`src/rtl/pss_pkg.sv`:
```
package pss_pkg;

   localparam int unsigned AngleWidth = 12;
   localparam int unsigned RangeWidth = 11;
   localparam int unsigned LevelWidth = 7;
   localparam int unsigned TickWidth  = 16;
   localparam int unsigned DriveWidth = 8;
   localparam int unsigned PhaseWidth = 4;
   localparam int unsigned CsrIdxWidth = 3;
   localparam int unsigned CsrDataWidth = 16;
   // signed threshold width: holds center+range and center-range
   localparam int unsigned ThreshWidth = 14;

   typedef enum logic [CsrIdxWidth-1:0] {
      CSR_UPRIGHT_ANGLE  = 3'd0,
      CSR_BAND_OFFSET    = 3'd1,
      CSR_KICK_LEVEL     = 3'd2,
      CSR_KICK_TICKS     = 3'd3,
      CSR_SAMPLE_DIVIDER = 3'd4
   } csr_index_type;

   localparam logic [AngleWidth-1:0] UprightAngleReset  = 12'd2048;
   localparam logic [RangeWidth-1:0] BandOffsetReset    = 11'd500;
   localparam logic [LevelWidth-1:0] KickLevelReset     = 7'd35;
   localparam logic [TickWidth-1:0]  KickTicksReset     = 16'd100;
   localparam logic [TickWidth-1:0]  SampleDividerReset = 16'd40;

   typedef enum logic [PhaseWidth-1:0] {
      PH_STOP   = 4'd0,
      PH_WATCH  = 4'd1,
      PH_R_KICK = 4'd2,
      PH_R_HOLD = 4'd3,
      PH_R_BACK = 4'd4,
      PH_R_TAIL = 4'd5,
      PH_L_KICK = 4'd6,
      PH_L_HOLD = 4'd7,
      PH_L_BACK = 4'd8,
      PH_L_TAIL = 4'd9
   } phase_type;

   typedef struct packed {
      logic [AngleWidth-1:0] upright_angle;
      logic [RangeWidth-1:0] band_offset;
      logic [LevelWidth-1:0] kick_level;
      logic [TickWidth-1:0]  kick_ticks;
      logic [TickWidth-1:0]  sample_divider;
   } cfg_type;

   typedef struct packed {
      logic signed [DriveWidth-1:0] motor_drive;
      logic                         drive_written;
      logic [PhaseWidth-1:0]        run_phase;
   } result_type;

endpackage

```
`src/rtl/pendulum_swing_up_sequencer_unit.sv`:
```
// flow: an accepted word waits in the input register and moves to the result register
// when the result slot is free; throughput: one word per cycle while rsp_stall is low;
// input, phase logic and result form one pass; a stalled result holds the input register
// reset: synchronous, active high; clears both valid flags, sets phase to stopped,
// clears counters, history and drive, and loads the register defaults
module pendulum_swing_up_sequencer_unit
   import pss_pkg::*;
(
   input  logic                         clock,
   input  logic                         reset,
   input  logic                         req_valid,
   output logic                         req_stall,
   input  logic [AngleWidth-1:0]        req_angle,
   input  logic                         req_start_stop,
   output logic                         rsp_valid,
   input  logic                         rsp_stall,
   output logic signed [DriveWidth-1:0] rsp_motor_drive,
   output logic                         rsp_drive_written,
   output logic [PhaseWidth-1:0]        rsp_run_phase,
   input  logic                         csr_write_enable,
   input  logic [CsrIdxWidth-1:0]       csr_index,
   input  logic [CsrDataWidth-1:0]      csr_data
);

   cfg_type    cfg;
   result_type result;

   logic                  in_valid_ff, in_valid_in;
   logic [AngleWidth-1:0] angle_ff;
   logic                  toggle_ff;
   logic                  rsp_valid_ff, rsp_valid_in;
   result_type            rsp_ff;
   logic                  advance;
   logic                  step;
   logic                  req_take;

   pss_csr u_csr (
      .clock            (clock),
      .reset            (reset),
      .csr_write_enable (csr_write_enable),
      .csr_index        (csr_index),
      .csr_data         (csr_data),
      .cfg              (cfg)
   );

   pss_core u_core (
      .clock  (clock),
      .reset  (reset),
      .step   (step),
      .angle  (angle_ff),
      .toggle (toggle_ff),
      .cfg    (cfg),
      .result (result)
   );

   // result slot is free or drains this cycle
   assign advance   = !rsp_valid_ff || !rsp_stall;
   assign step      = in_valid_ff && advance;
   assign req_stall = in_valid_ff && !advance;
   assign req_take  = req_valid && !req_stall;

   assign in_valid_in  = req_take || (in_valid_ff && !advance);
   assign rsp_valid_in = step || (rsp_valid_ff && rsp_stall);

   always_ff @(posedge clock) begin
      if (reset) begin
         in_valid_ff  <= 1'b0;
         rsp_valid_ff <= 1'b0;
      end else begin
         in_valid_ff  <= in_valid_in;
         rsp_valid_ff <= rsp_valid_in;
      end
   end

   always_ff @(posedge clock) begin
      if (req_take) begin
         angle_ff  <= req_angle;
         toggle_ff <= req_start_stop;
      end
      if (step) begin
         rsp_ff <= result;
      end
   end

   assign rsp_valid         = rsp_valid_ff;
   assign rsp_motor_drive   = rsp_ff.motor_drive;
   assign rsp_drive_written = rsp_ff.drive_written;
   assign rsp_run_phase     = rsp_ff.run_phase;

   a_hold_word: assert property (@(posedge clock) disable iff (reset)
      in_valid_ff && !advance |=> in_valid_ff && $stable(angle_ff) && $stable(toggle_ff))
      else $error("pending input word lost");

   a_no_overwrite: assert property (@(posedge clock) disable iff (reset)
      rsp_valid_ff && rsp_stall |-> !step)
      else $error("stalled result overwritten");

   a_step_valid: assert property (@(posedge clock) disable iff (reset)
      step |=> rsp_valid_ff)
      else $error("processed word produced no result");

endmodule

```
`src/rtl/pss_csr.sv`:
```
module pss_csr
   import pss_pkg::*;
(
   input  logic                    clock,
   input  logic                    reset,
   input  logic                    csr_write_enable,
   input  logic [CsrIdxWidth-1:0]  csr_index,
   input  logic [CsrDataWidth-1:0] csr_data,
   output cfg_type                 cfg
);

   cfg_type cfg_ff;
   cfg_type cfg_in;

   always_comb begin
      cfg_in = cfg_ff;
      if (csr_write_enable) begin
         unique case (csr_index)
            CSR_UPRIGHT_ANGLE:  cfg_in.upright_angle  = csr_data[AngleWidth-1:0];
            CSR_BAND_OFFSET:    cfg_in.band_offset    = csr_data[RangeWidth-1:0];
            CSR_KICK_LEVEL:     cfg_in.kick_level     = csr_data[LevelWidth-1:0];
            CSR_KICK_TICKS:     cfg_in.kick_ticks     = csr_data[TickWidth-1:0];
            CSR_SAMPLE_DIVIDER: cfg_in.sample_divider = csr_data[TickWidth-1:0];
            default:            cfg_in = cfg_ff;
         endcase
      end
   end

   always_ff @(posedge clock) begin
      if (reset) begin
         cfg_ff.upright_angle  <= UprightAngleReset;
         cfg_ff.band_offset    <= BandOffsetReset;
         cfg_ff.kick_level     <= KickLevelReset;
         cfg_ff.kick_ticks     <= KickTicksReset;
         cfg_ff.sample_divider <= SampleDividerReset;
      end else begin
         cfg_ff <= cfg_in;
      end
   end

   assign cfg = cfg_ff;

endmodule

```
`src/rtl/pss_core.sv`:
```
module pss_core
   import pss_pkg::*;
(
   input  logic                  clock,
   input  logic                  reset,
   input  logic                  step,
   input  logic [AngleWidth-1:0] angle,
   input  logic                  toggle,
   input  cfg_type               cfg,
   output result_type            result
);

   phase_type                    phase_ff, phase_in, phase_v;
   logic [TickWidth-1:0]         sample_ff, sample_in;
   logic [TickWidth-1:0]         pulse_ff, pulse_in;
   // the oldest history entry is only needed at the compare, so two are kept
   logic [AngleWidth-1:0]        hist_ff [2];
   logic [AngleWidth-1:0]        hist_in [2];
   logic signed [DriveWidth-1:0] drive_ff, drive_in;
   logic                         wrote;

   logic [TickWidth-1:0]          sample_inc;
   logic [TickWidth-1:0]          pulse_dec;
   logic signed [ThreshWidth-1:0] hi, lo, h0, h1, h2;
   logic                          peak_hi, peak_lo;
   logic signed [DriveWidth-1:0]  kick_pos, kick_neg;

   assign sample_inc = sample_ff + 16'd1;
   assign pulse_dec  = pulse_ff - 16'd1;
   assign hi = $signed({2'b00, cfg.upright_angle}) + $signed({3'b000, cfg.band_offset});
   assign lo = $signed({2'b00, cfg.upright_angle}) - $signed({3'b000, cfg.band_offset});
   // history after the shift: newest is this tick's angle
   assign h0 = $signed({2'b00, angle});
   assign h1 = $signed({2'b00, hist_ff[0]});
   assign h2 = $signed({2'b00, hist_ff[1]});
   assign peak_hi = (h0 > hi) && (h1 > hi) && (h2 > hi) && (h1 < h0) && (h1 < h2);
   assign peak_lo = (h0 < lo) && (h1 < lo) && (h2 < lo) && (h1 > h0) && (h1 > h2);
   assign kick_pos = $signed({1'b0, cfg.kick_level});
   assign kick_neg = -kick_pos;

   always_comb begin
      phase_v = phase_ff;
      if (toggle) begin
         phase_v = (phase_ff == PH_STOP) ? PH_WATCH : PH_STOP;
      end
      phase_in  = phase_v;
      sample_in = sample_ff;
      pulse_in  = pulse_ff;
      hist_in   = hist_ff;
      drive_in  = drive_ff;
      wrote     = 1'b0;
      unique case (phase_v)
         PH_STOP: begin
            drive_in = '0;
            wrote    = 1'b1;
         end
         PH_WATCH: begin
            sample_in = sample_inc;
            if (sample_inc >= cfg.sample_divider) begin
               sample_in  = '0;
               hist_in[0] = angle;
               hist_in[1] = hist_ff[0];
               // left kick wins when both sides match
               if (peak_lo) begin
                  phase_in = PH_L_KICK;
               end else if (peak_hi) begin
                  phase_in = PH_R_KICK;
               end
            end
         end
         PH_R_KICK, PH_L_BACK: begin
            drive_in = kick_pos;
            wrote    = 1'b1;
            pulse_in = cfg.kick_ticks;
            phase_in = (phase_v == PH_R_KICK) ? PH_R_HOLD : PH_L_TAIL;
         end
         PH_R_BACK, PH_L_KICK: begin
            drive_in = kick_neg;
            wrote    = 1'b1;
            pulse_in = cfg.kick_ticks;
            phase_in = (phase_v == PH_R_BACK) ? PH_R_TAIL : PH_L_HOLD;
         end
         PH_R_HOLD, PH_L_HOLD: begin
            pulse_in = pulse_dec;
            if (pulse_dec == '0) begin
               phase_in = (phase_v == PH_R_HOLD) ? PH_R_BACK : PH_L_BACK;
            end
         end
         PH_R_TAIL, PH_L_TAIL: begin
            pulse_in = pulse_dec;
            if (pulse_dec == '0) begin
               drive_in = '0;
               wrote    = 1'b1;
               phase_in = PH_WATCH;
            end
         end
         default: begin
            phase_in = phase_v;
         end
      endcase
   end

   always_ff @(posedge clock) begin
      if (reset) begin
         phase_ff   <= PH_STOP;
         sample_ff  <= '0;
         pulse_ff   <= '0;
         hist_ff[0] <= '0;
         hist_ff[1] <= '0;
         drive_ff   <= '0;
      end else if (step) begin
         phase_ff  <= phase_in;
         sample_ff <= sample_in;
         pulse_ff  <= pulse_in;
         hist_ff   <= hist_in;
         drive_ff  <= drive_in;
      end
   end

   assign result.motor_drive   = drive_in;
   assign result.drive_written = wrote;
   assign result.run_phase     = phase_in;

   // stop and watch never hold a drive level
   a_stop_zero: assert property (@(posedge clock) disable iff (reset)
      phase_ff == PH_STOP |-> drive_ff == '0)
      else $error("drive not zero while stopped");

   a_watch_zero: assert property (@(posedge clock) disable iff (reset)
      phase_ff == PH_WATCH |-> drive_ff == '0)
      else $error("drive not zero while watching");

   a_kick_to_hold: assert property (@(posedge clock) disable iff (reset)
      step && !toggle && phase_ff == PH_R_KICK |=> phase_ff == PH_R_HOLD)
      else $error("right kick did not move to hold");

endmodule

```
`config.mk`:
```
export PLATFORM = sky130hd
export DESIGN_NAME = pendulum_swing_up_sequencer_unit
export DESIGN_NICKNAME = d
export VERILOG_FILES = /design/src/rtl/pss_pkg.sv /design/src/rtl/pendulum_swing_up_sequencer_unit.sv /design/src/rtl/pss_csr.sv /design/src/rtl/pss_core.sv
export SDC_FILE = /design/constraint.sdc
export NUM_CORES = 1
export LEC_CHECK = 0
export CORE_ASPECT_RATIO = 0.6
export CORE_UTILIZATION = 39
export CTS_BUF_LIST = sky130_fd_sc_hd__clkbuf_16
export DETAILED_ROUTE_END_ITERATION = 16
export DONT_BUFFER_PORTS = 1
export MAX_ROUTING_LAYER = met4
export SLEW_MARGIN = 20
export SYNTH_ARGS = -nofsm -noshare
export SYNTH_HDL_FRONTEND = slang
export SYNTH_SLANG_ARGS = --single-unit
```
`constraint.sdc`:
```
create_clock -name clock -period 9.6 [get_ports clock]
set_input_delay 1.92 -clock clock [delete_from_list [all_inputs] [get_ports clock]]
set_output_delay 1.92 -clock clock [all_outputs]
set_load 0.01 [all_outputs]
```
**Word level (Yosys, flattened, before mapping)**

Index checks and enable logic that the tools add are counted.

- Register bits after elaboration: 158
- Input bits: 37
- Output and inout port bits: 15
- Word-level logic and storage cells: 103

- Add/sub/neg operators: 5
- Magnitude comparators: 11
- Equality and inequality tests: 13
- Muxes and demuxes: 17
- Reductions and logical operators: 39

Operators by type and width:

| operator | count |
|---|---|
| $gt 13x14->1 | 3 |
| $lt 13x14->1 | 3 |
| $mux 4 | 8 |
| $pmux 16 s2 | 1 |
| $pmux 8 s4 | 1 |
| $gt 12x12->1 | 2 |
| $lt 12x12->1 | 2 |
| $pmux 4 s5 | 1 |
| $add 16x1->16 const B | 1 |
| $eq 4x3->1 const B | 4 |
| $ge 16x16->1 | 1 |
| $logic_not 16->1 | 1 |
| $mux 16 | 1 |
| $sub 16x1->16 const B | 1 |
| $reduce_and 2->1 | 7 |
| $add 12x11->13 | 1 |
| $sub 12x11->13 | 1 |
| $logic_and 1x1->1 | 12 |
| $eq 4x2->1 const B | 2 |
| $eq 4x4->1 const B | 2 |
| $logic_not 4->1 | 2 |
| $mux 8 | 1 |
| $neg 7->8 | 1 |
| $reduce_or 2->1 | 4 |
| 14 further kinds | 22 |

**Longest topological paths before layout**

- Word-level depth: 10
- Mapped depth: 24
- Gate-level depth less buffers: 24

**Cells and area by module**

From an unflattened synthesis, not the netlist that was laid out.

- Cell total of the unflattened synthesis: 1250
- Area, all modules: 10739.0 µm²

Modules (own cells, without submodules):

| module | times used | cells each | area an instance (µm²) | sequential area each (µm²) |
|---|---|---|---|---|
| pss_core | 1 | 974 | 7318.3 | 1361.3 |
| pss_csr | 1 | 240 | 2553.7 | 1241.2 |
| pendulum_swing_up_sequencer_unit | 1 | 36 | 867.1 | 820.8 |

**Worst setup path before layout**

No wires, ideal clock.

- Path type: register to register
- Start: register u_csr.cfg_ff, in the netlist u_csr.cfg[40]
- End: register rsp_ff, in the netlist rsp_run_phase[0] (data pin)
- Setup time: 0.259 ns
- Arrival: 4.099 ns
- Data required time: 9.341 ns
- Slack: 5.242 ns
- Cell stages (with the launch flop): 23
- Buffers on the path: 0
- Clock period less this slack: 4.358 ns
- Path through: dfxtp_1 -> inv_1 -> ha_1 -> nor2b_1 -> o21ai_0 -> a21oi_1 -> o21ai_0 -> a21oi_1 -> o21ai_0 -> a21oi_1 -> o21ai_0 -> a21oi_1 -> xor2_1 -> ha_1 -> a222oi_1 -> o211ai_1 -> nor3_1 -> o21ai_0 -> nor4bb_1 -> o311ai_0 -> a211o_1 -> a31oi_2 -> nand2_1

RTL lines:

| what | line | RTL |
|---|---|---|
| start: declaration | pss_csr.sv:12 | `cfg_type cfg_ff;` |
| start signal: assignment | pss_csr.sv:37 | `cfg_ff <= cfg_in;` |
| end signal: assignment | pendulum_swing_up_sequencer_unit.sv:81 | `rsp_ff <= result;` |
| end: declaration | pendulum_swing_up_sequencer_unit.sv:32 | `result_type rsp_ff;` |

==> reports/qor.yml <==
status: "finished, final reports clean"
critical_path.max_stage_delay_ps: 420
hold_viol_final: 0
rr_endpoint: "rsp_run_phase[0]"
worstRegToRegCells: 22
clock_skew_ps: 9.773
clock-sinks: 158
dieArea_sq_um: 28090
slowest_stage: "a211o_1"
final_design_area_no_fill_sq_um: 11500
ioPinCount: 52
drt_wl_total_um: 28310
peakVddDrop_mv: 0.09864
synth_cell_types: 89
yosysWarningCount: 0
dr.pass1.iters: 5
synthCells: 1328
vias: 9222
cts_root_buffer: "clkbuf_16"
hpwlAfterDp_um: 20770
critPathRequiredTime_ps: 9790
cp.arrival_ps: 5360
wire_per_inst_um: 17.02
drtIter0Drc: 962
post_cts_buffers: 0
antenna_cells: 0
critPathLaunchType: "register"
final.setup.tns_ps: 0
post-route-min-period_ps: 5167
hold_path.class: "reg2reg"
grt_first_pass_wirelength_um: 45740
grt_overflow: 0
final_nets: 1455
gp_congestion: 0.8802
clk_pin_slew_ps: 60
min_to: "u_csr.cfg[6]"
setup_viol: 0
ys_seq_elements: 158
hp-start: "u_csr.cfg[6]"
finalMaxSlewViolations: 0
dp_slack_ps: 4551
critPathMaxFanout: 4
setup_ws_ps: 4433
synth_top_area_cell: "dfxtp_1"
dieHeight_um: 130.2
ant_nets: 0
synth_nets: 1493
die_w_um: 215.7
synth.top_cell.area_share_pct: 24.73
power_leakage_uw: 0.004847
cts_buffer_depth: 2
worstSetupPathType: "reg2reg"
drive_gt1_share_pct: 4.451
holdBufCountCts: 0
remaining_drc_errors: 0
clock_latency_ps: 440
synth_common_cells: "nand2_1 (224), a21oi_1 (134), dfxtp_1 (132)"
cp_common_cell: "o21ai_0"
syn_area_per_cell_sq_um: 8.047
synthArstFlopShare_pct: 0
utilization_pct: 43.15
slew_headroom_pct: 30.26
reg2reg_slack_ps: 4430
via_per_inst: 5.545
synth_area_leaders: "dfxtp_1 (25%), ha_1 (15%), nand2_1 (7.9%), edfxtp_1 (7.3%), a21oi_1 (6.3%)"
worstSetupEndpointType: "register"
cts.htree.levels: 4
hold_path_depth: 2
maxCapViolCount: 0
cts_tree: "built"
core-area_sq_um: 26650
tightest_slew_ps: 1046
grt_max_degree: 128
yosysMostFrequentCell: "nand2_1"
fillers: 2617
synthFlopType: "dfxtp_1"
path_cells: "inv_1, ha_1, nor2b_1, o21ai_0, a21oi_1, o21ai_0, a21oi_1, o21ai_0, a21oi_1, o21ai_0, a21oi_1, xor2_1, ha_1, a222oi_1, o211ai_1, nor3_1, o21ai_0, nor4bb_1, o311ai_0, a211o_1, a31oi_2, nand2_1"
grt_use_total_pct: 21.43
io_buffers: 0
syn-cell-area_sq_um: 10690
rows: 46
numCtsBuffers: 17
ys_seq_area_share_pct: 32.03
p_per_area_nw_per_um2: 130.8
grt_pass1_vias: 8202
initial_core_util_pct: 40.10
syn_to_final_growth_pct: 7.611
fmax_mhz: 193.5
r2r_start: "u_csr.cfg[40]"
dpl_cell_area_sq_um: 10950
rsz0062_at_grt: "no"
synth-edff-count: 26
antenna_found_initial: 0
final.period_utilization_pct: 53.82
cts_resized: 0
through the flow:
step                std cells  total power, uW  hold slack (ps)
floorplan                1328            842.5            432.3
global placement         1631            872.5            439.9
detailed placement       1631            874.7            443.7
CTS                      1663             1516            453.3
global route             1663             1566            473.1
finish                   1663             1504            457.7
how the worst max path moves through the flow:
stage	startpoint	endpoint	slack [ps]
floorplan	u_csr.cfg[40]	rsp_run_phase[0]	5240
global placement	u_csr.cfg[40]	rsp_run_phase[0]	4650
detailed placement	u_csr.cfg[40]	rsp_run_phase[0]	4550
CTS	u_csr.cfg[40]	rsp_run_phase[0]	4530
global route	u_csr.cfg[40]	u_core.phase_ff[2]	3920
finish	u_csr.cfg[40]	rsp_run_phase[0]	4430
flip-flops by register name, indices dropped and copies added, names as in the netlist:
| name | cells |
|---|---|
| angle_ff | 12 |
| in_valid_ff | 1 |
| rsp_drive_written | 1 |
| rsp_motor_drive | 8 |
| rsp_run_phase | 4 |
| rsp_valid | 1 |
| toggle_ff | 1 |
| u_core.drive_ff | 8 |
| u_core.h1 | 12 |
| u_core.h2 | 12 |
| u_core.phase_ff | 4 |
| u_core.pulse_ff | 16 |
| u_core.sample_ff | 16 |
| u_csr.cfg | 62 |
power breakdown:
| part | total [uW] | switching, uW | internal [uW] |
|---|---|---|---|
| Combinational | 154 | 93.0 | 61.4 |
| Clock | 640 | 295 | 345 |
| Sequential | 709 | 19.5 | 690 |
logic make-up after synthesis:
family | share of synthesized area [%]
compound gates | 18.93
xor+xnor | 4.215
fa+ha+maj | 15.33
buf+inv | 5.257
flops | 32.03
mux | 0.8547
simple gates | 23.38
per-layer routing:
layer  track usage, %  vias to the layer above  share of wire (%)
li1                 -                     4596                  -
met1            33.85                     4335                 55
met2            25.93                      271                 36
met3            4.779                       20                7.3
met4            5.090                        0               0.91
met5                -                        -                  0
cell usage in the layout, fill, tap and decap left out, types with 18 or more instances in the layout:
cell type	count
o21ai_0	63
a21oi_1	134
ha_1	126
nand4_1	18
nand3_1	21
nand2_1	224
edfxtp_1	26
xor2_1	19
dfxtp_1	132
nand3b_1	31
nand2b_1	18
a21o_1	26
nor2_1	98
nor3_1	22
clkbuf_16	18
inv_1	86
cell type report:
cell class                      instances  area, sq um  share of cell area (%)
Clock inverter                         14        90.09                  0.7834
Timing Repair Buffer                    5        37.54                  0.3264
Clock buffer                           18        450.4                   3.917
Sequential cell                       158         3423                   29.77
Multi-Input combinational cell       1022         6725                   58.48
Tap cell                              360        450.4                   3.917
Inverter                               86        322.8                   2.807
critical path, delay by kind of cell (launching register included):
kind / cells / cell delay [ps]
AOI/OAI and AO/OA: 14 / 2940
xor gates and xnor gates: 1 / 250
adders and majority gates: 2 / 620
buffers and inverters: 1 / 110
DFF: 1 / 350
and+or+nand+nor: 4 / 650
Note: power is estimated with default switching activity, not from simulation.
